===== src/tdp_pkg.sv =====
// Package of the discovery packet parser: header layout constants, result codes and types.
// Depends on nothing; used by the result queue, the parser and the checker.
package tdp_pkg;

   localparam int HEADER_BYTES      = 32;
   localparam int PROP_HEADER_BYTES = 4;
   localparam int RESULT_DEPTH      = 4;

   localparam logic [15:0] OPCODE_OFFSET = 16'h0001;
   localparam logic [15:0] CLIENT_OFFSET = 16'h0008;
   localparam logic [15:0] SERVER_OFFSET = 16'h000e;
   localparam logic [15:0] SEQ_OFFSET    = 16'h0016;
   localparam logic [15:0] SIG_OFFSET    = 16'h0018;
   localparam int          MAC_BYTES     = 6;
   localparam int          SIG_BYTES     = 4;
   localparam logic [7:0]  VERSION_VALUE = 8'h01;
   localparam logic [15:0] TERM_TAG_RESET = 16'hffff;

   typedef enum logic [1:0] {
      KIND_HEADER      = 2'd0,
      KIND_PROP_HEADER = 2'd1,
      KIND_PROP_DATA   = 2'd2,
      KIND_END         = 2'd3
   } kind_type;

   typedef enum logic [1:0] {
      STATUS_OK         = 2'd0,
      STATUS_BAD_HEADER = 2'd1,
      STATUS_AFTER_TERM = 2'd2,
      STATUS_TRUNCATED  = 2'd3
   } status_type;

   typedef struct packed {
      kind_type    kind;
      logic [7:0]  opcode;
      logic [47:0] client_addr;
      logic [47:0] server_addr;
      logic [15:0] sequence_res;
      logic [15:0] tag;
      logic [15:0] length;
      logic [7:0]  payload;
      status_type  status;
      logic [15:0] byte_count;
      logic        last_of_run;
   } result_type;

   // Results written into the queue in one cycle: none, one or two.
   typedef struct packed {
      logic [1:0] count;
      result_type first;
      result_type second;
   } push_type;

   // Expected signature byte at a given offset within the signature.
   function automatic logic [7:0] sig_byte(input logic [1:0] idx);
      logic [7:0] value;
      case (idx)
         2'd0: value = 8'h4e;
         2'd1: value = 8'h53;
         2'd2: value = 8'h44;
         default: value = 8'h50;
      endcase
      return value;
   endfunction

endpackage


===== src/tdp_req_if.sv =====
// Byte input channel of the discovery packet parser.
// Depends on nothing.
interface tdp_req_if;
   logic       valid;
   logic       ready;
   logic [7:0] data_byte;
   logic       last_byte;

   modport source (output valid, output data_byte, output last_byte, input ready);
   modport sink (input valid, input data_byte, input last_byte, output ready);
endinterface


===== src/tdp_rsp_if.sv =====
// Result channel of the discovery packet parser.
// Depends on nothing.
interface tdp_rsp_if;
   logic        valid;
   logic        ready;
   logic [1:0]  kind;
   logic [7:0]  opcode;
   logic [47:0] client_addr;
   logic [47:0] server_addr;
   logic [15:0] sequence_res;
   logic [15:0] tag;
   logic [15:0] length;
   logic [7:0]  payload;
   logic [1:0]  status;
   logic [15:0] byte_count;
   logic        last_of_run;

   modport source (output valid, output kind, output opcode, output client_addr,
                   output server_addr, output sequence_res, output tag, output length,
                   output payload, output status, output byte_count, output last_of_run,
                   input ready);
   modport sink (input valid, input kind, input opcode, input client_addr,
                 input server_addr, input sequence_res, input tag, input length,
                 input payload, input status, input byte_count, input last_of_run,
                 output ready);
endinterface


===== src/tdp_csr_if.sv =====
// Configuration write channel of the discovery packet parser (terminator tag).
// Depends on nothing.
interface tdp_csr_if;
   logic        valid;
   logic        ready;
   logic [15:0] terminator_tag;

   modport source (output valid, output terminator_tag, input ready);
   modport sink (input valid, input terminator_tag, output ready);
endinterface


===== src/tdp_result_fifo.sv =====
// Small result queue of the discovery packet parser: takes up to two results a cycle,
// gives at most one a cycle. Depends on tdp_pkg.
module tdp_result_fifo (
   input  logic                clock,
   input  logic                reset,
   input  tdp_pkg::push_type   push,
   input  logic                pop,
   output logic                room_for_two,
   output logic                head_valid,
   output tdp_pkg::result_type head
);

   localparam int PTR_W = $clog2(tdp_pkg::RESULT_DEPTH);
   localparam int CNT_W = $clog2(tdp_pkg::RESULT_DEPTH + 1);

   tdp_pkg::result_type entry_ff [tdp_pkg::RESULT_DEPTH];
   logic [PTR_W-1:0] wr_ptr_ff, wr_ptr_in;
   logic [PTR_W-1:0] rd_ptr_ff, rd_ptr_in;
   logic [CNT_W-1:0] count_ff, count_in;
   logic [PTR_W-1:0] wr_next;

   assign wr_next      = PTR_W'(wr_ptr_ff + 1'b1);
   assign head_valid   = (count_ff != '0);
   assign head         = entry_ff[rd_ptr_ff];
   assign room_for_two = (count_ff <= CNT_W'(tdp_pkg::RESULT_DEPTH - 2));

   always_comb begin
      wr_ptr_in = PTR_W'(wr_ptr_ff + push.count);
      rd_ptr_in = pop ? PTR_W'(rd_ptr_ff + 1'b1) : rd_ptr_ff;
      count_in  = CNT_W'(count_ff + CNT_W'(push.count) - CNT_W'(pop));
   end

   always_ff @(posedge clock) begin
      if (reset) begin
         wr_ptr_ff <= '0;
         rd_ptr_ff <= '0;
         count_ff  <= '0;
      end else begin
         wr_ptr_ff <= wr_ptr_in;
         rd_ptr_ff <= rd_ptr_in;
         count_ff  <= count_in;
      end
   end

   always_ff @(posedge clock) begin
      if (push.count != 2'd0) begin
         entry_ff[wr_ptr_ff] <= push.first;
      end
      if (push.count == 2'd2) begin
         entry_ff[wr_next] <= push.second;
      end
   end

endmodule


===== src/tlv_discovery_packet_parser.sv =====
// Discovery datagram parser: one byte in, header fields, properties and an end status out.
// A result is registered and can be transferred out in the cycle after its byte. One byte
// is taken per cycle. A byte may yield two results; they fill two slots of a four-entry
// queue that drains at most one result per cycle, and input waits while fewer than two
// slots are free. Synchronous reset clears the parser, empties the queue and returns the
// terminator tag to 0xFFFF. Depends on tdp_pkg, the interfaces and tdp_result_fifo.
module tlv_discovery_packet_parser (
   input logic        clock,
   input logic        reset,
   tdp_req_if.sink    req_bus,
   tdp_rsp_if.source  rsp_bus,
   tdp_csr_if.sink    csr_bus
);

   localparam logic [15:0] HDR_LAST   = 16'(tdp_pkg::HEADER_BYTES - 1);
   localparam logic [15:0] HDR_BYTES  = 16'(tdp_pkg::HEADER_BYTES);
   localparam logic [15:0] SHORT_LAST =
      16'(tdp_pkg::HEADER_BYTES + tdp_pkg::PROP_HEADER_BYTES - 1);
   localparam logic [16:0] PROP_HDR   = 17'(tdp_pkg::PROP_HEADER_BYTES);

   // Saturating add used for the consumed byte count.
   function automatic logic [15:0] sat_add(input logic [15:0] a, input logic [16:0] b);
      logic [17:0] sum;
      sum = {2'b00, a} + {1'b0, b};
      return (sum > 18'h0ffff) ? 16'hffff : sum[15:0];
   endfunction

   // Configuration register.
   logic [15:0] term_tag_ff;

   // Per-datagram control state.
   logic [15:0]          byte_pos_ff,  byte_pos_in;
   logic                 header_ok_ff, header_ok_in;
   logic [1:0]           prop_idx_ff,  prop_idx_in;
   logic [15:0]          remain_ff,    remain_in;
   logic                 term_seen_ff, term_seen_in;
   tdp_pkg::status_type  error_ff,     error_in;
   logic [15:0]          consumed_ff,  consumed_in;

   // Captured header and property fields; each is fully written before it is shown.
   logic [7:0]  op_ff,     op_in;
   logic [47:0] client_ff, client_in;
   logic [47:0] server_ff, server_in;
   logic [15:0] seq_ff,    seq_in;
   logic [15:0] tag_ff,    tag_in;
   logic [15:0] len_ff,    len_in;

   logic                accept;
   logic                room_for_two;
   logic                head_valid;
   tdp_pkg::result_type head;
   tdp_pkg::push_type   push;
   tdp_pkg::result_type item_res;
   tdp_pkg::result_type end_res;
   logic                item_emit;
   tdp_pkg::status_type end_status;
   logic [15:0]         pos;
   logic [7:0]          b;

   // A new byte is taken only while two queue slots are free, so that a byte that ends a
   // datagram together with a property or header result never overflows the queue.
   assign req_bus.ready = room_for_two;
   assign accept        = req_bus.valid && req_bus.ready;
   assign csr_bus.ready = 1'b1;
   assign pos           = byte_pos_ff;
   assign b             = req_bus.data_byte;

   always_comb begin
      byte_pos_in  = byte_pos_ff;
      header_ok_in = header_ok_ff;
      prop_idx_in  = prop_idx_ff;
      remain_in    = remain_ff;
      term_seen_in = term_seen_ff;
      error_in     = error_ff;
      consumed_in  = consumed_ff;
      op_in        = op_ff;
      client_in    = client_ff;
      server_in    = server_ff;
      seq_in       = seq_ff;
      tag_in       = tag_ff;
      len_in       = len_ff;
      item_res     = '0;
      end_res      = '0;
      item_emit    = 1'b0;
      end_status   = tdp_pkg::STATUS_OK;
      push         = '0;

      if (accept) begin
         if (pos < HDR_BYTES) begin
            // Fixed header: check version and signature, capture the fields.
            if (pos == 16'd0 && b != tdp_pkg::VERSION_VALUE) begin
               header_ok_in = 1'b0;
            end
            if (pos >= tdp_pkg::SIG_OFFSET
                && pos < tdp_pkg::SIG_OFFSET + 16'(tdp_pkg::SIG_BYTES)
                && b != tdp_pkg::sig_byte(2'(pos - tdp_pkg::SIG_OFFSET))) begin
               header_ok_in = 1'b0;
            end
            if (pos == tdp_pkg::OPCODE_OFFSET) begin
               op_in = b;
            end
            if (pos >= tdp_pkg::CLIENT_OFFSET
                && pos < tdp_pkg::CLIENT_OFFSET + 16'(tdp_pkg::MAC_BYTES)) begin
               client_in = {client_ff[39:0], b};
            end
            if (pos >= tdp_pkg::SERVER_OFFSET
                && pos < tdp_pkg::SERVER_OFFSET + 16'(tdp_pkg::MAC_BYTES)) begin
               server_in = {server_ff[39:0], b};
            end
            if (pos == tdp_pkg::SEQ_OFFSET || pos == tdp_pkg::SEQ_OFFSET + 16'd1) begin
               seq_in = {seq_ff[7:0], b};
            end
            if (pos == HDR_LAST && header_ok_in) begin
               item_emit             = 1'b1;
               item_res.kind         = tdp_pkg::KIND_HEADER;
               item_res.opcode       = op_in;
               item_res.client_addr  = client_in;
               item_res.server_addr  = server_in;
               item_res.sequence_res = seq_in;
            end
         end else if (header_ok_ff && error_ff == tdp_pkg::STATUS_OK) begin
            if (remain_ff != 16'd0) begin
               // Data byte of the current property.
               item_emit        = 1'b1;
               item_res.kind    = tdp_pkg::KIND_PROP_DATA;
               item_res.payload = b;
               remain_in        = remain_ff - 16'd1;
               if (remain_ff == 16'd1) begin
                  consumed_in = sat_add(consumed_ff, PROP_HDR + {1'b0, len_ff});
               end
            end else begin
               // Property header: big-endian tag, then big-endian length.
               case (prop_idx_ff)
                  2'd0: tag_in = {b, tag_ff[7:0]};
                  2'd1: tag_in = {tag_ff[15:8], b};
                  2'd2: len_in = {b, len_ff[7:0]};
                  default: len_in = {len_ff[15:8], b};
               endcase
               if (prop_idx_ff == 2'd3) begin
                  prop_idx_in = 2'd0;
                  if (term_seen_ff) begin
                     error_in = tdp_pkg::STATUS_AFTER_TERM;
                  end else begin
                     item_emit       = 1'b1;
                     item_res.kind   = tdp_pkg::KIND_PROP_HEADER;
                     item_res.tag    = tag_in;
                     item_res.length = len_in;
                     if (tag_in == term_tag_ff) begin
                        term_seen_in = 1'b1;
                     end
                     remain_in = len_in;
                     if (len_in == 16'd0) begin
                        consumed_in = sat_add(consumed_ff, PROP_HDR);
                     end
                  end
               end else begin
                  prop_idx_in = prop_idx_ff + 2'd1;
               end
            end
         end

         if (byte_pos_ff != 16'hffff) begin
            byte_pos_in = byte_pos_ff + 16'd1;
         end

         if (req_bus.last_byte) begin
            // End of datagram: a bad or short header outranks a recorded error, which
            // outranks a property whose data is still owed.
            if (!header_ok_in || pos < SHORT_LAST) begin
               end_status = tdp_pkg::STATUS_BAD_HEADER;
            end else if (error_in != tdp_pkg::STATUS_OK) begin
               end_status = error_in;
            end else if (remain_in != 16'd0) begin
               end_status = tdp_pkg::STATUS_TRUNCATED;
            end else begin
               end_status = tdp_pkg::STATUS_OK;
            end
            end_res.kind        = tdp_pkg::KIND_END;
            end_res.status      = end_status;
            end_res.byte_count  = (end_status == tdp_pkg::STATUS_BAD_HEADER) ?
                                  16'd0 : consumed_in;
            end_res.last_of_run = 1'b1;

            byte_pos_in  = 16'd0;
            header_ok_in = 1'b1;
            prop_idx_in  = 2'd0;
            remain_in    = 16'd0;
            term_seen_in = 1'b0;
            error_in     = tdp_pkg::STATUS_OK;
            consumed_in  = HDR_BYTES;
            op_in        = '0;
            client_in    = '0;
            server_in    = '0;
            seq_in       = '0;
            tag_in       = '0;
            len_in       = '0;
         end

         if (item_emit && req_bus.last_byte) begin
            push.count  = 2'd2;
            push.first  = item_res;
            push.second = end_res;
         end else if (item_emit) begin
            push.count             = 2'd1;
            push.first             = item_res;
            push.first.last_of_run = 1'b1;
         end else if (req_bus.last_byte) begin
            push.count = 2'd1;
            push.first = end_res;
         end
      end
   end

   always_ff @(posedge clock) begin
      if (reset) begin
         term_tag_ff  <= tdp_pkg::TERM_TAG_RESET;
         byte_pos_ff  <= 16'd0;
         header_ok_ff <= 1'b1;
         prop_idx_ff  <= 2'd0;
         remain_ff    <= 16'd0;
         term_seen_ff <= 1'b0;
         error_ff     <= tdp_pkg::STATUS_OK;
         consumed_ff  <= HDR_BYTES;
      end else begin
         if (csr_bus.valid && csr_bus.ready) begin
            term_tag_ff <= csr_bus.terminator_tag;
         end
         byte_pos_ff  <= byte_pos_in;
         header_ok_ff <= header_ok_in;
         prop_idx_ff  <= prop_idx_in;
         remain_ff    <= remain_in;
         term_seen_ff <= term_seen_in;
         error_ff     <= error_in;
         consumed_ff  <= consumed_in;
      end
   end

   always_ff @(posedge clock) begin
      op_ff     <= op_in;
      client_ff <= client_in;
      server_ff <= server_in;
      seq_ff    <= seq_in;
      tag_ff    <= tag_in;
      len_ff    <= len_in;
   end

   // The queue parts the parser from the result channel: results waiting to be transferred
   // out hold up the next input byte only while fewer than two queue slots are free.
   tdp_result_fifo u_result_fifo (
      .clock        (clock),
      .reset        (reset),
      .push         (push),
      .pop          (rsp_bus.valid && rsp_bus.ready),
      .room_for_two (room_for_two),
      .head_valid   (head_valid),
      .head         (head)
   );

   assign rsp_bus.valid        = head_valid;
   assign rsp_bus.kind         = head.kind;
   assign rsp_bus.opcode       = head.opcode;
   assign rsp_bus.client_addr  = head.client_addr;
   assign rsp_bus.server_addr  = head.server_addr;
   assign rsp_bus.sequence_res = head.sequence_res;
   assign rsp_bus.tag          = head.tag;
   assign rsp_bus.length       = head.length;
   assign rsp_bus.payload      = head.payload;
   assign rsp_bus.status       = head.status;
   assign rsp_bus.byte_count   = head.byte_count;
   assign rsp_bus.last_of_run  = head.last_of_run;

endmodule


===== src/flat_wrapper.sv =====
// flat-port wrapper written by rule: the top's interface ports become plain ports
module tlv_discovery_packet_parser_flat 
  (clock, reset, req_bus_valid, req_bus_data_byte, req_bus_last_byte, req_bus_ready, rsp_bus_valid, rsp_bus_kind, rsp_bus_opcode, rsp_bus_client_addr, rsp_bus_server_addr, rsp_bus_sequence_res, rsp_bus_tag, rsp_bus_length, rsp_bus_payload, rsp_bus_status, rsp_bus_byte_count, rsp_bus_last_of_run, rsp_bus_ready, csr_bus_valid, csr_bus_terminator_tag, csr_bus_ready);
  tdp_req_if req_bus_i ();
  tdp_rsp_if rsp_bus_i ();
  tdp_csr_if csr_bus_i ();
  input logic clock;
  input logic reset;
  input wire logic [$bits(req_bus_i.valid)-1:0] req_bus_valid;
  input wire logic [$bits(req_bus_i.data_byte)-1:0] req_bus_data_byte;
  input wire logic [$bits(req_bus_i.last_byte)-1:0] req_bus_last_byte;
  output wire logic [$bits(req_bus_i.ready)-1:0] req_bus_ready;
  output wire logic [$bits(rsp_bus_i.valid)-1:0] rsp_bus_valid;
  output wire logic [$bits(rsp_bus_i.kind)-1:0] rsp_bus_kind;
  output wire logic [$bits(rsp_bus_i.opcode)-1:0] rsp_bus_opcode;
  output wire logic [$bits(rsp_bus_i.client_addr)-1:0] rsp_bus_client_addr;
  output wire logic [$bits(rsp_bus_i.server_addr)-1:0] rsp_bus_server_addr;
  output wire logic [$bits(rsp_bus_i.sequence_res)-1:0] rsp_bus_sequence_res;
  output wire logic [$bits(rsp_bus_i.tag)-1:0] rsp_bus_tag;
  output wire logic [$bits(rsp_bus_i.length)-1:0] rsp_bus_length;
  output wire logic [$bits(rsp_bus_i.payload)-1:0] rsp_bus_payload;
  output wire logic [$bits(rsp_bus_i.status)-1:0] rsp_bus_status;
  output wire logic [$bits(rsp_bus_i.byte_count)-1:0] rsp_bus_byte_count;
  output wire logic [$bits(rsp_bus_i.last_of_run)-1:0] rsp_bus_last_of_run;
  input wire logic [$bits(rsp_bus_i.ready)-1:0] rsp_bus_ready;
  input wire logic [$bits(csr_bus_i.valid)-1:0] csr_bus_valid;
  input wire logic [$bits(csr_bus_i.terminator_tag)-1:0] csr_bus_terminator_tag;
  output wire logic [$bits(csr_bus_i.ready)-1:0] csr_bus_ready;
  assign req_bus_i.valid = req_bus_valid;
  assign req_bus_i.data_byte = req_bus_data_byte;
  assign req_bus_i.last_byte = req_bus_last_byte;
  assign req_bus_ready = req_bus_i.ready;
  assign rsp_bus_valid = rsp_bus_i.valid;
  assign rsp_bus_kind = rsp_bus_i.kind;
  assign rsp_bus_opcode = rsp_bus_i.opcode;
  assign rsp_bus_client_addr = rsp_bus_i.client_addr;
  assign rsp_bus_server_addr = rsp_bus_i.server_addr;
  assign rsp_bus_sequence_res = rsp_bus_i.sequence_res;
  assign rsp_bus_tag = rsp_bus_i.tag;
  assign rsp_bus_length = rsp_bus_i.length;
  assign rsp_bus_payload = rsp_bus_i.payload;
  assign rsp_bus_status = rsp_bus_i.status;
  assign rsp_bus_byte_count = rsp_bus_i.byte_count;
  assign rsp_bus_last_of_run = rsp_bus_i.last_of_run;
  assign rsp_bus_i.ready = rsp_bus_ready;
  assign csr_bus_i.valid = csr_bus_valid;
  assign csr_bus_i.terminator_tag = csr_bus_terminator_tag;
  assign csr_bus_ready = csr_bus_i.ready;
  tlv_discovery_packet_parser u_core (.clock(clock), .reset(reset), .req_bus(req_bus_i), .rsp_bus(rsp_bus_i), .csr_bus(csr_bus_i));
endmodule

===== config.mk =====
export PLATFORM = sky130hd
export DESIGN_NAME = tlv_discovery_packet_parser_flat
export DESIGN_NICKNAME = d
export VERILOG_FILES = /design/src/tdp_pkg.sv /design/src/tdp_req_if.sv /design/src/tdp_rsp_if.sv /design/src/tdp_csr_if.sv /design/src/tdp_result_fifo.sv /design/src/tlv_discovery_packet_parser.sv /design/src/flat_wrapper.sv
export SDC_FILE = /design/constraint.sdc
export NUM_CORES = 2
export LEC_CHECK = 0
export BUFFER_PORTS_ARGS = -buffer_cell sky130_fd_sc_hd__buf_2
export CORE_MARGIN = 4
export CORE_UTILIZATION = 50
export DETAILED_ROUTE_END_ITERATION = 12
export PLACE_DENSITY = 0.67
export SLEW_MARGIN = 20
export SYNTH_ARGS = -nofsm -noshare
export SYNTH_HDL_FRONTEND = slang
export SYNTH_SLANG_ARGS = --single-unit

===== constraint.sdc =====
create_clock -name clock -period 19.45 [get_ports clock]
set_clock_uncertainty 0.15 [all_clocks]
set_input_delay 1.945 -clock clock [delete_from_list [all_inputs] [get_ports clock]]
set_output_delay 1.945 -clock clock [all_outputs]
set_load 0.02 [all_outputs]

==> out/results.ini <==
[power_and_ir_drop]
total_leakage_power_nw=16.3
worst_case_vdd_ir_drop_mv=0.0831
power_density_nw_per_um2=104
fin_total_pwr_mw=4.73

[routing]
drcViolationCount=0
first_iter_violations=2430
final_antenna_net_count=0
via_per_inst=5.85
first_pass_iters=5
drt_wl_total_um=108000
detail_route.wl_per_cell_um=21.3
via_count=29800

[logic_synthesis]
synth_largest_type_area_fraction_pct=35.8
synth.area.mux_share_pct=13.6
synth_seq_cells=955
ys_types=77
synthesis.instances=3888
synth-adder-area-share_pct=1.62
synthesis.yosys.warnings=0
synth_top_family_by_area=simple AND/OR/NAND/NOR gates
synthXorXnorAreaFrac_pct=0.936
synth_area_leaders=sky130_fd_sc_hd__dfxtp_1 36%, sky130_fd_sc_hd__edfxtp_1 18%, sky130_fd_sc_hd__mux4_2 10%
synth_async_sr_flop_share_pct=0
postSynth.topFlopCell=sky130_fd_sc_hd__dfxtp_1
synth_enable_flop_cells=236
synth-compound-area-share_pct=13.6
yosysTopAreaCell=sky130_fd_sc_hd__dfxtp_1
seq_area_frac_synth_pct=53.4
synthesis.area_per_instance_um2=10.4
synthesized_area_um2=40200
synthesized_net_count=3969
basic_gate_share_of_the_synthesized_area_counting_and_or_nand_and_nor_cells_pct=13.7

[clocking]
worst_skew_pair.late_latency_ps=670
post-cts-setup-buffer-count=0
clk_root_buffer_cell=sky130_fd_sc_hd__clkbuf_16
cts_hold_repair.buffers=0
cts_max_path_buffers=3
clkSlewWorstSetupHoldPaths_ps=60
htree_num_levels=3
clock_tree_from_tritoncts=built
post_cts_resized=0
cts_buffers=98
tritoncts_num_sinks=955

[outcome]
status=finished, final reports clean

[worst_setup_path]
regToRegEndpoint=u_core.u_result_fifo.entry_ff[3][57]
critPathTopFamily=buffers and inverters
rrSetupSlack_ps=13910
reg2reg_depth=12
slowest_stage=sky130_fd_sc_hd__buf_4
critPathMaxStageDelay_ps=900
path_max_fanout=49
critical_path_arrival_ps=3720
timing.rr.start=u_core.remain_ff[0]
timing.setup.critical_path_class=reg -> out
cp-start-kind=flop
timing.critical_path.mode_cell=sky130_fd_sc_hd__buf_4
worstPathRequired_ps=17350
cp-end-kind=output port
worstPathBufferInverterCount=3
chain_of_cells_forming_the_critical_path=buf_4 > buf_4 > mux4_2 > buf_2

[timing]
setup-violations-final=0
post-route-period-util_pct=29.9
timing.setup.tns_ps=0
finalMaxSlewViolations=0
hold_violations=0
fmaxAchievable_mhz=172
timing.max_slew.rel_slack_pct=22.1
final.min_clock_period_ps=5820
fin_worst_hold_slack_ps=298
grt_setup_unrepaired=false
worst_pin_slew_ps=1170

[placement]
io_buffer_count=212
dpl_cell_area_um2=41900
gpl.final_weighted_congestion=0.904
hpwl_um=64000

[grt]
grt_pass1_vias=29300
grt_start_max_net_pins=162
overflow=0
grt_first_pass_wirelength_um=170000
track_usage_pct=24.8
initial_antenna_violation_count=2

[layout]
final_layout_size_suffix_gt1_share_pct=18.7
areaGrowthSynthToFinish_pct=12.8
top_regs=u_core.u_result_fifo.entry_ff: 724 flops, u_core.client_ff: 48 flops, u_core.server_ff: 48 flops
sequential_cell_area_um2=21500
final_design_area_no_fill_um2=45400
final_nets=4036
largest_register_ffs=724
max_flop_register=u_core.u_result_fifo.entry_ff
num-fill-cells=7000
multi_input_area_um2=17600
finalCoreUtilization_pct=57.2

[min_path]
hold_start=u_core.u_result_fifo.entry_ff[2][72]
hold-path-cell-count=2
min_path_type=reg -> reg
whs_endpoint=u_core.u_result_fifo.entry_ff[2][72]

[floorplanning]
placeableCoreArea_um2=79400
ios=214
area_of_the_die_um2=85100
placementRows=103
die_w_um=292
initial_cell_density_of_the_core_pct=50.7
die_height_um=292

[run]
max_cap_violations=0

==> cell usage after synthesis, types with 11 or more instances <==
library cell	count
sky130_fd_sc_hd__a22oi_1	45
sky130_fd_sc_hd__nand2_1	639
sky130_fd_sc_hd__edfxtp_1	236
sky130_fd_sc_hd__ha_1	49
sky130_fd_sc_hd__buf_1	32
sky130_fd_sc_hd__xnor2_1	30
sky130_fd_sc_hd__nand3_1	29
sky130_fd_sc_hd__nor2_1	322
sky130_fd_sc_hd__inv_1	38
sky130_fd_sc_hd__nor4_1	14
sky130_fd_sc_hd__dfxtp_1	719
sky130_fd_sc_hd__or2_2	130
sky130_fd_sc_hd__nand4_1	14
sky130_fd_sc_hd__mux4_2	181
sky130_fd_sc_hd__o22ai_1	16
sky130_fd_sc_hd__a21oi_1	69
sky130_fd_sc_hd__o31ai_1	14
sky130_fd_sc_hd__and3_1	11
sky130_fd_sc_hd__a22o_1	97
sky130_fd_sc_hd__nor3_1	34
sky130_fd_sc_hd__o21ai_0	595
sky130_fd_sc_hd__nand2b_1	14
sky130_fd_sc_hd__clkbuf_1	241
sky130_fd_sc_hd__mux2i_1	139
sky130_fd_sc_hd__xor2_1	13
==> layout make-up <==
type	instances	share of cell area [%]
antenna	1	0.00551
clock buffer	129	6.15
clock inverter	56	1.44
inverter	38	0.314
multi-input combinational	2607	38.7
sequential	955	47.3
tap	1050	2.89
timing repair buffer	255	3.12
==> how the worst max path moves through the flow <==
stage | end | slack, ps | cells past startpoint
2_1_floorplan | u_core.client_ff[0] | 10420 | 4
3_3_place_gp | u_core.u_result_fifo.entry_ff[3][51] | 13570 | 7
3_5_place_dp | u_core.u_result_fifo.entry_ff[3][57] | 13520 | 7
4_1_cts | rsp_bus_server_addr[1] | 13480 | 4
5_1_grt | rsp_bus_server_addr[1] | 13330 | 4
6_report | rsp_bus_server_addr[1] | 13630 | 4
==> layer usage <==
layer  wire length, um  track usage [%]
met4              2890             7.60
met1             47100             34.1
met5                13                0
met3              6930             3.92
met2             51500             40.8
==> report_power, final <==
| part | switching, mW | internal [mW] | total (mW) |
|---|---|---|---|
| Sequential | 0.0570 | 2.13 | 2.19 |
| Clock | 0.812 | 1.17 | 1.98 |
| Combinational | 0.367 | 0.192 | 0.559 |
| Total | 1.24 | 3.49 | 4.73 |
==> placed cells by master, fill, tap and decap left out, types with 38 or more instances in the layout <==
master,synthesis,routed
sky130_fd_sc_hd__a21oi_1,69,67
sky130_fd_sc_hd__a22o_1,97,97
sky130_fd_sc_hd__a22oi_1,45,45
sky130_fd_sc_hd__buf_2,8,211
sky130_fd_sc_hd__buf_4,5,41
sky130_fd_sc_hd__clkbuf_16,0,104
sky130_fd_sc_hd__dfxtp_1,719,717
sky130_fd_sc_hd__edfxtp_1,236,236
sky130_fd_sc_hd__ha_1,49,49
sky130_fd_sc_hd__inv_1,38,38
sky130_fd_sc_hd__mux2i_1,139,139
sky130_fd_sc_hd__mux4_2,181,181
sky130_fd_sc_hd__nand2_1,639,637
sky130_fd_sc_hd__nor2_1,322,320
sky130_fd_sc_hd__o21ai_0,595,595
sky130_fd_sc_hd__or2_2,130,126
==> stage by stage <==
step | std cells | worst slack (ps)
floorplan | 3888 | 10420
global placement | 4904 | 13570
detailed placement | 4904 | 13520
CTS | 5089 | 13480
global route | 5091 | 13330
finish | 5091 | 13630
==> tightest hold or removal path, delay by kind of cell, from the launching register on <==
family          cells  cell delay, ps
simple gates        1              40
compound gates      1              50
flops               1             320
==> logic make-up after synthesis <==
kind of cell	count (synthesis)
buffers and inverters	326
flip-flops	955
multiplexers	322
adder cells (fa/ha/maj)	51
other	1
AND/OR/NAND/NOR	1263
AO/OA/AOI/OAI	927
XOR/XNOR	43
Note: power is estimated with default switching activity, not from simulation.
